## src/hdl/rlecpe_pkg.sv

```systemverilog
package rlecpe_pkg;

  // Length fields cover the largest packet (128 bytes)
  localparam int LEN_W          = 8;
  localparam int MAX_PACKET_DEF = 128;
  // Bytes per output chunk
  localparam int CHUNK_BYTES    = 4;

  // Packet builder mode; code 3 falls into the idle arm
  typedef enum logic [1:0] {
    MODE_IDLE = 2'd0,
    MODE_RUN  = 2'd1,
    MODE_LIT  = 2'd2
  } mode_t;

  // Back end sequencer
  typedef enum logic [1:0] {
    BK_IDLE = 2'd0,
    BK_READ = 2'd1,
    BK_SEND = 2'd2
  } bk_state_t;

  // One settled packet, queued between front and back
  typedef struct packed {
    logic             is_lit;
    logic             seg_last;
    logic [LEN_W-1:0] len;
    logic [7:0]       value;
  } pkt_cmd_t;

  // Literal store write; pair writes positions 1 and 2 at once
  typedef struct packed {
    logic             en;
    logic             pair;
    logic [LEN_W-1:0] pos;
    logic [7:0]       b0;
    logic [7:0]       b1;
  } lit_wr_t;

  // Back end status seen by the front
  typedef struct packed {
    logic lit_active;
    logic lit_done;
  } bk_stat_t;

endpackage

```

## src/hdl/rlecpe_ifs.sv

```systemverilog
// Raw byte channel
interface rlecpe_in_if;
  logic       valid;
  logic       ready;
  logic [7:0] in_byte;
  logic       in_last;

  modport source (output valid, output in_byte, output in_last, input ready);
  modport sink   (input valid, input in_byte, input in_last, output ready);
endinterface

// Encoded chunk channel
interface rlecpe_out_if;
  logic        valid;
  logic        ready;
  logic [31:0] out_bytes;
  logic [2:0]  out_count;
  logic        out_last;

  modport source (output valid, output out_bytes, output out_count, output out_last,
                  input ready);
  modport sink   (input valid, input out_bytes, input out_count, input out_last,
                  output ready);
endinterface

```

## src/hdl/rlecpe_front.sv

```systemverilog
module rlecpe_front
  import rlecpe_pkg::*;
#(
  parameter int MAX_PACKET = MAX_PACKET_DEF
) (
  input  logic           clk,
  input  logic           rst_n,
  rlecpe_in_if.sink      in_chan,
  input  logic           cq_room2,
  input  bk_stat_t       bk_stat,
  output logic           cq_push0,
  output logic           cq_push1,
  output pkt_cmd_t       cq_d0,
  output pkt_cmd_t       cq_d1,
  output lit_wr_t        lit_wr
);

  localparam logic [LEN_W-1:0] MAX_LEN = LEN_W'(MAX_PACKET);
  localparam logic [LEN_W-1:0] TRIPLE  = LEN_W'(3);

  function automatic pkt_cmd_t mk_cmd(input logic is_lit, input logic [LEN_W-1:0] len,
                                      input logic [7:0] value);
    pkt_cmd_t c;
    c.is_lit   = is_lit;
    c.seg_last = 1'b0;
    c.len      = len;
    c.value    = value;
    return c;
  endfunction

  mode_t            mode_r, mode_nxt;
  logic [7:0]       run_val_r, run_val_nxt;
  logic [LEN_W-1:0] run_len_r, run_len_nxt;
  logic [LEN_W-1:0] lit_len_r, lit_len_nxt;
  logic [7:0]       prev1_r, prev1_nxt;   // last literal byte
  logic [7:0]       prev2_r, prev2_nxt;   // one before it
  logic [7:0]       held_r, held_nxt;
  logic             held_vld_r, held_vld_nxt;
  logic             lit_busy_r, lit_busy_nxt;

  logic             in_acc;
  logic             triple;
  logic             lit_pushed;
  logic [1:0]       n_cmd;
  pkt_cmd_t         cmd [2];
  lit_wr_t          wr;

  // Stall while a literal is read out of the store or the queue is short
  assign in_chan.ready = !lit_busy_r && cq_room2;
  assign in_acc        = in_chan.valid && in_chan.ready;

  // Two equal literal bytes followed by a third
  assign triple = (lit_len_r >= LEN_W'(2)) && (prev2_r == in_chan.in_byte) &&
                  (prev1_r == in_chan.in_byte);

  // Packet classification, one byte per transfer
  always_comb begin
    mode_nxt     = mode_r;
    run_val_nxt  = run_val_r;
    run_len_nxt  = run_len_r;
    lit_len_nxt  = lit_len_r;
    prev1_nxt    = prev1_r;
    prev2_nxt    = prev2_r;
    held_nxt     = held_r;
    held_vld_nxt = held_vld_r;
    n_cmd        = '0;
    cmd[0]       = '0;
    cmd[1]       = '0;
    wr           = '0;

    if (in_acc) begin
      unique case (mode_r)
        MODE_RUN: begin
          if (in_chan.in_byte == run_val_r) begin
            run_len_nxt = run_len_r + 1'b1;
            if (run_len_nxt >= MAX_LEN) begin
              cmd[n_cmd[0]] = mk_cmd(1'b0, run_len_nxt, run_val_r);
              n_cmd         = n_cmd + 2'd1;
              mode_nxt      = MODE_IDLE;
              run_len_nxt   = '0;
            end
          end else begin
            cmd[n_cmd[0]] = mk_cmd(1'b0, run_len_r, run_val_r);
            n_cmd         = n_cmd + 2'd1;
            mode_nxt      = MODE_IDLE;
            run_len_nxt   = '0;
            held_nxt      = in_chan.in_byte;
            held_vld_nxt  = 1'b1;
          end
        end
        MODE_LIT: begin
          if (triple) begin
            // literal ends before the two bytes that open the run
            if (lit_len_r != LEN_W'(2)) begin
              cmd[n_cmd[0]] = mk_cmd(1'b1, lit_len_r - LEN_W'(2), 8'h00);
              n_cmd         = n_cmd + 2'd1;
            end
            lit_len_nxt = '0;
            mode_nxt    = MODE_RUN;
            run_val_nxt = in_chan.in_byte;
            run_len_nxt = TRIPLE;
            if (TRIPLE >= MAX_LEN) begin
              cmd[n_cmd[0]] = mk_cmd(1'b0, TRIPLE, in_chan.in_byte);
              n_cmd         = n_cmd + 2'd1;
              mode_nxt      = MODE_IDLE;
              run_len_nxt   = '0;
            end
          end else begin
            wr.en       = 1'b1;
            wr.pos      = lit_len_r + 1'b1;
            wr.b0       = in_chan.in_byte;
            prev2_nxt   = prev1_r;
            prev1_nxt   = in_chan.in_byte;
            lit_len_nxt = lit_len_r + 1'b1;
            if (lit_len_nxt >= MAX_LEN) begin
              cmd[n_cmd[0]] = mk_cmd(1'b1, lit_len_nxt, 8'h00);
              n_cmd         = n_cmd + 2'd1;
              lit_len_nxt   = '0;
              mode_nxt      = MODE_IDLE;
            end
          end
        end
        default: begin
          mode_nxt = MODE_IDLE;
          if (!held_vld_r) begin
            held_nxt     = in_chan.in_byte;
            held_vld_nxt = 1'b1;
          end else if (in_chan.in_byte == held_r) begin
            held_vld_nxt = 1'b0;
            mode_nxt     = MODE_RUN;
            run_val_nxt  = in_chan.in_byte;
            run_len_nxt  = LEN_W'(2);
          end else begin
            held_vld_nxt = 1'b0;
            mode_nxt     = MODE_LIT;
            wr.en        = 1'b1;
            wr.pair      = 1'b1;
            wr.b0        = held_r;
            wr.b1        = in_chan.in_byte;
            prev2_nxt    = held_r;
            prev1_nxt    = in_chan.in_byte;
            lit_len_nxt  = LEN_W'(2);
          end
        end
      endcase

      // Segment end: flush whatever is pending, then back to reset state
      if (in_chan.in_last) begin
        unique case (mode_nxt)
          MODE_RUN: begin
            cmd[n_cmd[0]] = mk_cmd(1'b0, run_len_nxt, run_val_nxt);
            n_cmd         = n_cmd + 2'd1;
          end
          MODE_LIT: begin
            cmd[n_cmd[0]] = mk_cmd(1'b1, lit_len_nxt, 8'h00);
            n_cmd         = n_cmd + 2'd1;
          end
          default: begin
            if (held_vld_nxt) begin
              wr.en         = 1'b1;
              wr.pair       = 1'b0;
              wr.pos        = LEN_W'(1);
              wr.b0         = held_nxt;
              cmd[n_cmd[0]] = mk_cmd(1'b1, LEN_W'(1), 8'h00);
              n_cmd         = n_cmd + 2'd1;
            end
          end
        endcase
        if (n_cmd != 2'd0) begin
          cmd[n_cmd[1]].seg_last = 1'b1;
        end
        mode_nxt     = MODE_IDLE;
        run_val_nxt  = '0;
        run_len_nxt  = '0;
        lit_len_nxt  = '0;
        held_nxt     = '0;
        held_vld_nxt = 1'b0;
      end
    end
  end

  // Queue pushes and store write
  assign cq_push0   = in_acc && (n_cmd != 2'd0);
  assign cq_push1   = in_acc && (n_cmd == 2'd2);
  assign cq_d0      = cmd[0];
  assign cq_d1      = cmd[1];
  assign lit_wr     = wr;
  assign lit_pushed = (cq_push0 && cmd[0].is_lit) || (cq_push1 && cmd[1].is_lit);

  // Store owned by the back end from literal push until its last chunk is read
  always_comb begin
    lit_busy_nxt = lit_busy_r;
    if (lit_pushed) begin
      lit_busy_nxt = 1'b1;
    end else if (bk_stat.lit_done) begin
      lit_busy_nxt = 1'b0;
    end
  end

  always_ff @(posedge clk) begin
    if (!rst_n) begin
      mode_r     <= MODE_IDLE;
      run_len_r  <= '0;
      lit_len_r  <= '0;
      held_vld_r <= 1'b0;
      lit_busy_r <= 1'b0;
      run_val_r  <= '0;
      held_r     <= '0;
    end else begin
      mode_r     <= mode_nxt;
      run_len_r  <= run_len_nxt;
      lit_len_r  <= lit_len_nxt;
      held_vld_r <= held_vld_nxt;
      lit_busy_r <= lit_busy_nxt;
      run_val_r  <= run_val_nxt;
      held_r     <= held_nxt;
    end
  end

  // Literal tail bytes need no reset
  always_ff @(posedge clk) begin
    prev1_r <= prev1_nxt;
    prev2_r <= prev2_nxt;
  end

endmodule

```

## src/hdl/rlecpe_cq.sv

```systemverilog
module rlecpe_cq
  import rlecpe_pkg::*;
(
  input  logic     clk,
  input  logic     rst_n,
  input  logic     push0,
  input  logic     push1,
  input  pkt_cmd_t d0,
  input  pkt_cmd_t d1,
  input  logic     pop,
  output pkt_cmd_t q,
  output logic     empty,
  output logic     room2
);

  localparam int CQ_DEPTH = 4;
  localparam int PTR_W    = $clog2(CQ_DEPTH);
  localparam int CNT_W    = PTR_W + 1;

  pkt_cmd_t           ent_r [CQ_DEPTH];
  logic [PTR_W-1:0]   wr_ptr_r, wr_ptr_nxt;
  logic [PTR_W-1:0]   rd_ptr_r, rd_ptr_nxt;
  logic [CNT_W-1:0]   cnt_r, cnt_nxt;
  logic [PTR_W-1:0]   wr_ptr_p1;

  assign wr_ptr_p1 = wr_ptr_r + 1'b1;
  assign q         = ent_r[rd_ptr_r];
  assign empty     = (cnt_r == '0);
  assign room2     = (cnt_r <= CNT_W'(CQ_DEPTH - 2));

  // Pointer and fill tracking; up to two pushes and one pop per cycle
  always_comb begin
    wr_ptr_nxt = wr_ptr_r + PTR_W'(push0) + PTR_W'(push1);
    rd_ptr_nxt = rd_ptr_r + PTR_W'(pop);
    cnt_nxt    = cnt_r + CNT_W'(push0) + CNT_W'(push1) - CNT_W'(pop);
  end

  always_ff @(posedge clk) begin
    if (!rst_n) begin
      wr_ptr_r <= '0;
      rd_ptr_r <= '0;
      cnt_r    <= '0;
    end else begin
      wr_ptr_r <= wr_ptr_nxt;
      rd_ptr_r <= rd_ptr_nxt;
      cnt_r    <= cnt_nxt;
    end
  end

  // Entry storage
  always_ff @(posedge clk) begin
    if (push0) begin
      ent_r[wr_ptr_r] <= d0;
    end
    if (push1) begin
      ent_r[wr_ptr_p1] <= d1;
    end
  end

endmodule

```

## src/hdl/rlecpe_back.sv

```systemverilog
module rlecpe_back
  import rlecpe_pkg::*;
#(
  parameter int MAX_PACKET = MAX_PACKET_DEF
) (
  input  logic          clk,
  input  logic          rst_n,
  input  lit_wr_t       lit_wr,
  input  pkt_cmd_t      cq_q,
  input  logic          cq_empty,
  output logic          cq_pop,
  output bk_stat_t      bk_stat,
  rlecpe_out_if.source  out_chan
);

  // Store word w holds packet bytes 4w..4w+3; packet byte 0 is the header
  localparam int WORDS = (MAX_PACKET + CHUNK_BYTES) / CHUNK_BYTES;
  localparam int WAW   = (WORDS > 1) ? $clog2(WORDS) : 1;
  localparam int TOT_W = LEN_W + 1;

  logic [3:0][7:0]  lit_mem [WORDS];
  logic [3:0][7:0]  rd_word_r;
  logic [WAW-1:0]   wr_addr;

  bk_state_t        st_r, st_nxt;
  pkt_cmd_t         cmd_r, cmd_nxt;
  logic [WAW-1:0]   idx_r, idx_nxt;

  logic             out_vld_r, out_vld_nxt;
  logic [31:0]      out_bytes_r, out_bytes_nxt;
  logic [2:0]       out_count_r, out_count_nxt;
  logic             out_last_r, out_last_nxt;

  logic             slot_free;
  logic [7:0]       header;
  logic [TOT_W-1:0] rem;
  logic             final_chunk;
  logic [2:0]       chunk_cnt;
  logic [3:0][7:0]  chunk;
  logic             lit_done;

  assign wr_addr = lit_wr.pair ? '0 : lit_wr.pos[WAW+1:2];

  // Literal store: byte-lane writes from the front, registered word read
  always_ff @(posedge clk) begin
    if (lit_wr.en) begin
      if (lit_wr.pair) begin
        lit_mem[0][1] <= lit_wr.b0;
        lit_mem[0][2] <= lit_wr.b1;
      end else begin
        lit_mem[wr_addr][lit_wr.pos[1:0]] <= lit_wr.b0;
      end
    end
    if (st_r == BK_READ) begin
      rd_word_r <= lit_mem[idx_r];
    end
  end

  // Header: run flag on top, length minus one below
  always_comb begin
    header      = 8'h00;
    header[7]   = !cmd_r.is_lit;
    header[6:0] = 7'((cmd_r.len - 1'b1) & LEN_W'(8'h7f));
  end

  // Chunk assembly
  always_comb begin
    rem         = (TOT_W'(cmd_r.len) + 1'b1) - TOT_W'({idx_r, 2'b00});
    final_chunk = 1'b1;
    chunk_cnt   = 3'd2;
    chunk       = '0;
    if (cmd_r.is_lit) begin
      final_chunk = (rem <= TOT_W'(CHUNK_BYTES));
      chunk_cnt   = final_chunk ? rem[2:0] : 3'(CHUNK_BYTES);
      chunk       = rd_word_r;
      if (idx_r == '0) begin
        chunk[0] = header;
      end
      for (int i = 0; i < CHUNK_BYTES; i++) begin
        if (3'(i) >= chunk_cnt) begin
          chunk[i] = 8'h00;
        end
      end
    end else begin
      chunk[0] = header;
      chunk[1] = cmd_r.value;
    end
  end

  assign slot_free = !out_vld_r || out_chan.ready;

  // Sequencer: pop, read one store word, send one chunk
  always_comb begin
    st_nxt        = st_r;
    cmd_nxt       = cmd_r;
    idx_nxt       = idx_r;
    cq_pop        = 1'b0;
    lit_done      = 1'b0;
    out_vld_nxt   = out_vld_r && !out_chan.ready;
    out_bytes_nxt = out_bytes_r;
    out_count_nxt = out_count_r;
    out_last_nxt  = out_last_r;

    unique case (st_r)
      BK_IDLE: begin
        if (!cq_empty) begin
          cq_pop  = 1'b1;
          cmd_nxt = cq_q;
          idx_nxt = '0;
          st_nxt  = BK_READ;
        end
      end
      BK_READ: begin
        st_nxt = BK_SEND;
      end
      BK_SEND: begin
        if (slot_free) begin
          out_vld_nxt   = 1'b1;
          out_bytes_nxt = chunk;
          out_count_nxt = chunk_cnt;
          out_last_nxt  = cmd_r.seg_last && final_chunk;
          if (final_chunk) begin
            lit_done = cmd_r.is_lit;
            st_nxt   = BK_IDLE;
          end else begin
            idx_nxt = idx_r + 1'b1;
            st_nxt  = BK_READ;
          end
        end
      end
      default: begin
        st_nxt = BK_IDLE;
      end
    endcase
  end

  assign bk_stat.lit_done   = lit_done;
  assign bk_stat.lit_active = (st_r != BK_IDLE) && cmd_r.is_lit;

  always_ff @(posedge clk) begin
    if (!rst_n) begin
      st_r      <= BK_IDLE;
      out_vld_r <= 1'b0;
      cmd_r     <= '0;
      idx_r     <= '0;
    end else begin
      st_r      <= st_nxt;
      out_vld_r <= out_vld_nxt;
      cmd_r     <= cmd_nxt;
      idx_r     <= idx_nxt;
    end
  end

  // Output payload register
  always_ff @(posedge clk) begin
    out_bytes_r <= out_bytes_nxt;
    out_count_r <= out_count_nxt;
    out_last_r  <= out_last_nxt;
  end

  assign out_chan.valid     = out_vld_r;
  assign out_chan.out_bytes = out_bytes_r;
  assign out_chan.out_count = out_count_r;
  assign out_chan.out_last  = out_last_r;

endmodule

```

## src/hdl/rle_channel_packet_encoder_unit.sv

```systemverilog
// Channel   Dir  Payload                                   Transfer
// in_chan   in   in_byte[7:0], in_last                     valid && ready
// out_chan  out  out_bytes[31:0], out_count[2:0], out_last valid && ready
//
// A byte is classified in the cycle it transfers; settled packets enter a
// four-entry command queue. The back end pops a packet, then for each
// output chunk reads a store word and then sends the chunk. Input stalls
// while a literal is read out of the store or the queue has fewer than two
// free entries. Synchronous active-low reset clears control state; the
// literal store is not cleared. A stalled output holds its chunk.
module rle_channel_packet_encoder_unit
  import rlecpe_pkg::*;
#(
  parameter int MAX_PACKET = MAX_PACKET_DEF
) (
  input  logic         clk,
  input  logic         rst_n,
  rlecpe_in_if.sink    in_chan,
  rlecpe_out_if.source out_chan
);

  logic     cq_push0;
  logic     cq_push1;
  pkt_cmd_t cq_d0;
  pkt_cmd_t cq_d1;
  logic     cq_pop;
  pkt_cmd_t cq_q;
  logic     cq_empty;
  logic     cq_room2;
  lit_wr_t  lit_wr;
  bk_stat_t bk_stat;

  // Front end: packet classification
  rlecpe_front #(
    .MAX_PACKET (MAX_PACKET)
  ) u_front (
    .clk      (clk),
    .rst_n    (rst_n),
    .in_chan  (in_chan),
    .cq_room2 (cq_room2),
    .bk_stat  (bk_stat),
    .cq_push0 (cq_push0),
    .cq_push1 (cq_push1),
    .cq_d0    (cq_d0),
    .cq_d1    (cq_d1),
    .lit_wr   (lit_wr)
  );

  // Packet command queue
  rlecpe_cq u_cq (
    .clk   (clk),
    .rst_n (rst_n),
    .push0 (cq_push0),
    .push1 (cq_push1),
    .d0    (cq_d0),
    .d1    (cq_d1),
    .pop   (cq_pop),
    .q     (cq_q),
    .empty (cq_empty),
    .room2 (cq_room2)
  );

  // Back end: chunk emission
  rlecpe_back #(
    .MAX_PACKET (MAX_PACKET)
  ) u_back (
    .clk      (clk),
    .rst_n    (rst_n),
    .lit_wr   (lit_wr),
    .cq_q     (cq_q),
    .cq_empty (cq_empty),
    .cq_pop   (cq_pop),
    .bk_stat  (bk_stat),
    .out_chan (out_chan)
  );

`ifndef ASSERT_OFF
  // Front must not write the store while a literal is being read out
  a_store_owned: assert property (@(posedge clk) disable iff (!rst_n)
    lit_wr.en |-> !bk_stat.lit_active)
    else $error("literal store written during readout");

  // Queue pop only with an entry present
  a_pop_nonempty: assert property (@(posedge clk) disable iff (!rst_n)
    cq_pop |-> !cq_empty)
    else $error("command queue underflow");

  // Second push only alongside the first
  a_push_order: assert property (@(posedge clk) disable iff (!rst_n)
    cq_push1 |-> cq_push0)
    else $error("second queue push without first");

  // Chunk byte count stays within one to four
  a_count_range: assert property (@(posedge clk) disable iff (!rst_n)
    out_chan.valid |-> (out_chan.out_count != 3'd0) && (out_chan.out_count <= 3'd4))
    else $error("chunk byte count out of range");
`endif

endmodule
```

## src/flat_wrapper.sv

```systemverilog
// flat-port wrapper written by rule: the top's interface ports become plain ports
module rle_channel_packet_encoder_unit_flat import rlecpe_pkg::*;
#(
  parameter int MAX_PACKET = MAX_PACKET_DEF
)
  (clk, rst_n, in_chan_valid, in_chan_in_byte, in_chan_in_last, in_chan_ready, out_chan_valid, out_chan_out_bytes, out_chan_out_count, out_chan_out_last, out_chan_ready);
  rlecpe_in_if in_chan_i ();
  rlecpe_out_if out_chan_i ();
  input  logic clk;
  input  logic rst_n;
  input wire logic [$bits(in_chan_i.valid)-1:0] in_chan_valid;
  input wire logic [$bits(in_chan_i.in_byte)-1:0] in_chan_in_byte;
  input wire logic [$bits(in_chan_i.in_last)-1:0] in_chan_in_last;
  output wire logic [$bits(in_chan_i.ready)-1:0] in_chan_ready;
  output wire logic [$bits(out_chan_i.valid)-1:0] out_chan_valid;
  output wire logic [$bits(out_chan_i.out_bytes)-1:0] out_chan_out_bytes;
  output wire logic [$bits(out_chan_i.out_count)-1:0] out_chan_out_count;
  output wire logic [$bits(out_chan_i.out_last)-1:0] out_chan_out_last;
  input wire logic [$bits(out_chan_i.ready)-1:0] out_chan_ready;
  assign in_chan_i.valid = in_chan_valid;
  assign in_chan_i.in_byte = in_chan_in_byte;
  assign in_chan_i.in_last = in_chan_in_last;
  assign in_chan_ready = in_chan_i.ready;
  assign out_chan_valid = out_chan_i.valid;
  assign out_chan_out_bytes = out_chan_i.out_bytes;
  assign out_chan_out_count = out_chan_i.out_count;
  assign out_chan_out_last = out_chan_i.out_last;
  assign out_chan_i.ready = out_chan_ready;
  rle_channel_packet_encoder_unit #(.MAX_PACKET(MAX_PACKET)) u_core (.clk(clk), .rst_n(rst_n), .in_chan(in_chan_i), .out_chan(out_chan_i));
endmodule
```

## config.mk

```make
export PLATFORM = sky130hd
export DESIGN_NAME = rle_channel_packet_encoder_unit_flat
export DESIGN_NICKNAME = d
export VERILOG_FILES = /design/src/hdl/rlecpe_pkg.sv /design/src/hdl/rlecpe_ifs.sv /design/src/hdl/rlecpe_front.sv /design/src/hdl/rlecpe_cq.sv /design/src/hdl/rlecpe_back.sv /design/src/hdl/rle_channel_packet_encoder_unit.sv /design/src/flat_wrapper.sv
export SDC_FILE = /design/constraint.sdc
export NUM_CORES = 2
export LEC_CHECK = 0
export ABC_AREA = 1
export BUFFER_PORTS_ARGS = -buffer_cell sky130_fd_sc_hd__buf_2
export CAP_MARGIN = 5
export CORE_MARGIN = 3
export CORE_UTILIZATION = 61
export DETAILED_ROUTE_END_ITERATION = 10
export PLACE_DENSITY = 0.78
export SETUP_SLACK_MARGIN = 0.2
export SYNTH_ARGS = -nofsm -noshare
export SYNTH_HDL_FRONTEND = slang
export SYNTH_SLANG_ARGS = --single-unit
export TNS_END_PERCENT = 100
```

## constraint.sdc

```tcl
create_clock -name clk -period 18.1 [get_ports clk]
set_clock_uncertainty 0.2 [all_clocks]
set_input_delay 1.81 -clock clk [delete_from_list [all_inputs] [get_ports clk]]
set_output_delay 1.81 -clock clk [all_outputs]
set_load 0.01 [all_outputs]
```

==> impl_metrics.json <==
{
  "outcome": "complete, no violations",
  "cp_max_fo": 33,
  "crit_required_ns": 18.23,
  "slew_headroom": 0.0743,
  "synth_xor_area_frac": 0.00545,
  "globalRouteTotalUtil": 0.325,
  "vdd_ir_drop_max_mv": 0.0900,
  "place_hpwl_mm": 97.3,
  "worstSetupStartpointType": "primary input",
  "period_minus_slack_ns": 7.82,
  "fmax_ghz": 0.128,
  "avgSynthCellArea_um2": 11.1,
  "drc": 0,
  "dieArea_um2": 93200,
  "synth_cell_type_count": 55,
  "async_reset_ff_frac": 0,
  "worst-slew-pin-transition_ns": 1.37,
  "root_buffer": "clkbuf_16",
  "wire_per_inst_um": 25.2,
  "grt_start_max_net_pins": 219,
  "dieWidth_um": 305,
  "drt_iter0_drc": 6560,
  "finalHoldViolations": 0,
  "hp-class": "reg -> reg",
  "start_util": 0.616,
  "synth.cell_area_um2": 54600,
  "finish.utilization": 0.674,
  "cts_num_sinks": 1282,
  "first_global_vias": 36900,
  "final_layout_size_suffix_gt1_frac": 0.0770,
  "post_synth_fa_ha_maj_area_fraction": 0.00774,
  "stdcell_count": 6112,
  "synth_compound_area_frac": 0.117,
  "cap_viol_max_count": 0,
  "period_share": 0.432,
  "synth_top_area_frac": 0.666,
  "fin_ws_ns": 10.28,
  "leakage_nw": 21.9,
  "placed_cell_area_um2": 55800,
  "holdWs_ns": 0.295,
  "dr.pass1.iters": 9,
  "clock_latency_ns": 0.71,
  "antenna_found_initial": 3,
  "synth_mux_area_frac": 0,
  "cts_buffers": 118,
  "htreeDepth": 3,
  "clkTransAtPathRegs_ns": 0.06,
  "ys_seq_elements": 1282,
  "synth-edff-count": 1212,
  "vias": 39700,
  "crit_path_end_kind": "flip-flop",
  "yosys.area.top_type": "edfxtp_1",
  "placed_cells": 5886,
  "synth-seq-area-share": 0.692,
  "fin_tns_setup_ns": 0,
  "rsz0062_at_grt": "no",
  "synth-simple-area-share": 0.142,
  "routed_wl_mm": 154,
  "setup_viol": 0,
  "cts_tree": "done",
  "fp.dieH_um": 305,
  "syn_nets": 4956,
  "clockBufferDepth": 3,
  "p_total_mw": 8.29,
  "gp_congestion": 0.961,
  "yosysWarnings": 0,
  "hold_buffers": 0,
  "cts_repair_resize_count": 0,
  "report.final.slew_viol_count": 0,
  "synthTopCellsByArea": "edfxtp_1, o21ai_0, nor2_1",
  "grt_pass1_wl_mm": 228,
  "arrival_ns": 7.95,
  "ant_nets": 0,
  "design.portCount": 51,
  "synthToLayoutAreaGrowth_pct": 9.36,
  "power.density_nw_per_um2": 139,
  "synth_top_family_by_area": "simple AND/OR/NAND/NOR gates",
  "nets": 4886,
  "port_buffers": 50,
  "vias_per_cell": 6.50,
  "critPathKind": "in -> reg",
  "cts_setup_buffers": 0,
  "num_rows": 109,
  "grt-ovfl-total": 0,
  "synthFlopType": "edfxtp_1",
  "n_fill_cell": 6239,
  "dp_slack_ns": 9.77,
  "fin_area_um2": 59700,
  "synthCells": 4911,
  "core_area_um2": 88600
}
==> worst paths after layout <==
kind | startpoint | endpoint | slack, ns | depth (start not counted)
worst min register to register | u_core.u_front.run_val_r[6]$_SDFFE_PN0P_ | u_core.u_front.run_val_r[6]$_SDFFE_PN0P_ | 0.30 | 2
worst min-delay path | u_core.u_front.run_val_r[6]$_SDFFE_PN0P_ | u_core.u_front.run_val_r[6]$_SDFFE_PN0P_ | 0.30 | 2
worst max-delay path | in_chan_in_byte[1] | u_core.u_back.lit_mem[17][0]$_DFFE_PP_ | 10.28 | 17
worst max register to register | u_core.u_front.run_val_r[3]$_SDFFE_PN0P_ | u_core.u_back.lit_mem[17][0]$_DFFE_PP_ | 11.13 | 15
==> area by class of cell <==
class | count | area, µm² | area share
multi-input combinational | 3137 | 15000 | 0.251
inverter | 188 | 723 | 0.0121
tap | 1165 | 1460 | 0.0244
clock buffer | 142 | 3050 | 0.0511
sequential | 1282 | 37800 | 0.633
timing repair buffer | 114 | 768 | 0.0129
clock inverter | 83 | 911 | 0.0152
antenna | 1 | 2.50 | 0.0000419
==> state kept, by name (all words and copies together), names as in the netlist, 6 cells and up <==
signal                            flops
u_core.u_back.out_chan.out_bytes     32
u_core.u_front.prev1_r                8
u_core.u_front.run_len_r              8
u_core.u_back.cmd_r                  18
u_core.u_front.held_r                 8
u_core.u_cq.ent_r                    72
u_core.u_back.rd_word_r              32
u_core.u_back.lit_mem              1056
u_core.u_front.run_val_r              8
u_core.u_front.prev2_r                8
u_core.u_front.lit_len_r              8
u_core.u_back.idx_r                   6
==> cell usage in the layout, fill, tap and decap left out, types with 17 or more instances in the layout <==
master and count:
nor2_4 17, nor2_1 841, ha_1 29, nand2_1 773, dfxtp_1 68, nand4_1 75
edfxtp_1 1212, buf_2 50, o22ai_1 256, inv_2 23, clkbuf_1 23, clkinv_2 25
clkbuf_16 118, o21ai_0 677, buf_4 61, a31oi_1 22, a21oi_1 126, nand3_1 158
clkinv_1 30, o211ai_1 20, inv_1 154, xor2_1 20, bufinv_16 17
==> report_power, final <==
part           internal (mW)  switching, mW
sequential              3.40         0.0976
clock                   1.45           1.10
combinational          0.609           1.63
==> layer usage <==
metal | GRT usage | part of all wire
met1 | 0.460 | 0.37
met2 | 0.484 | 0.44
met3 | 0.0804 | 0.14
met4 | 0.142 | 0.048
met5 | 0 | 0.00015
==> worst max-delay path, cell delays in order <==
cell	delay [ns]
buf_2	0.19
inv_2	0.12
nand2_1	0.08
nand4_1	0.10
nor2_1	0.11
nand2_1	0.44
inv_1	0.54
nand2_1	0.20
nor2_1	0.41
a22oi_1	0.16
o21ai_0	0.32
inv_1	0.09
ha_1	0.49
nand3_2	0.41
a211oi_4	0.55
nand3_2	0.95
nor2_1	0.93
==> Yosys cell counts, drive strengths merged (2+ instances only) <==
cell and n:
nand3 165, a21oi 127, o22ai 264, a31oi 24, nand2 778, nand4 75
clkbuf 252, o21a 2, edfxtp 1212, a211oi 11, nor3b 2, ha 29
and2 2, o221ai 7, nor3 19, fa 3, xnor2 14, o21bai 6
o211ai 21, xor2 20, buf 52, o21ai 693, nor2 864, or2 3
inv 181, clkinv 7, dfxtp 70
==> kinds of logic after synthesis <==
family	count (synthesis)
flops	1282
simple gates	1909
compound gates	1162
xor+xnor	34
fa+ha+maj	32
buf+inv	492
Power figures use the tool's default switching activity.
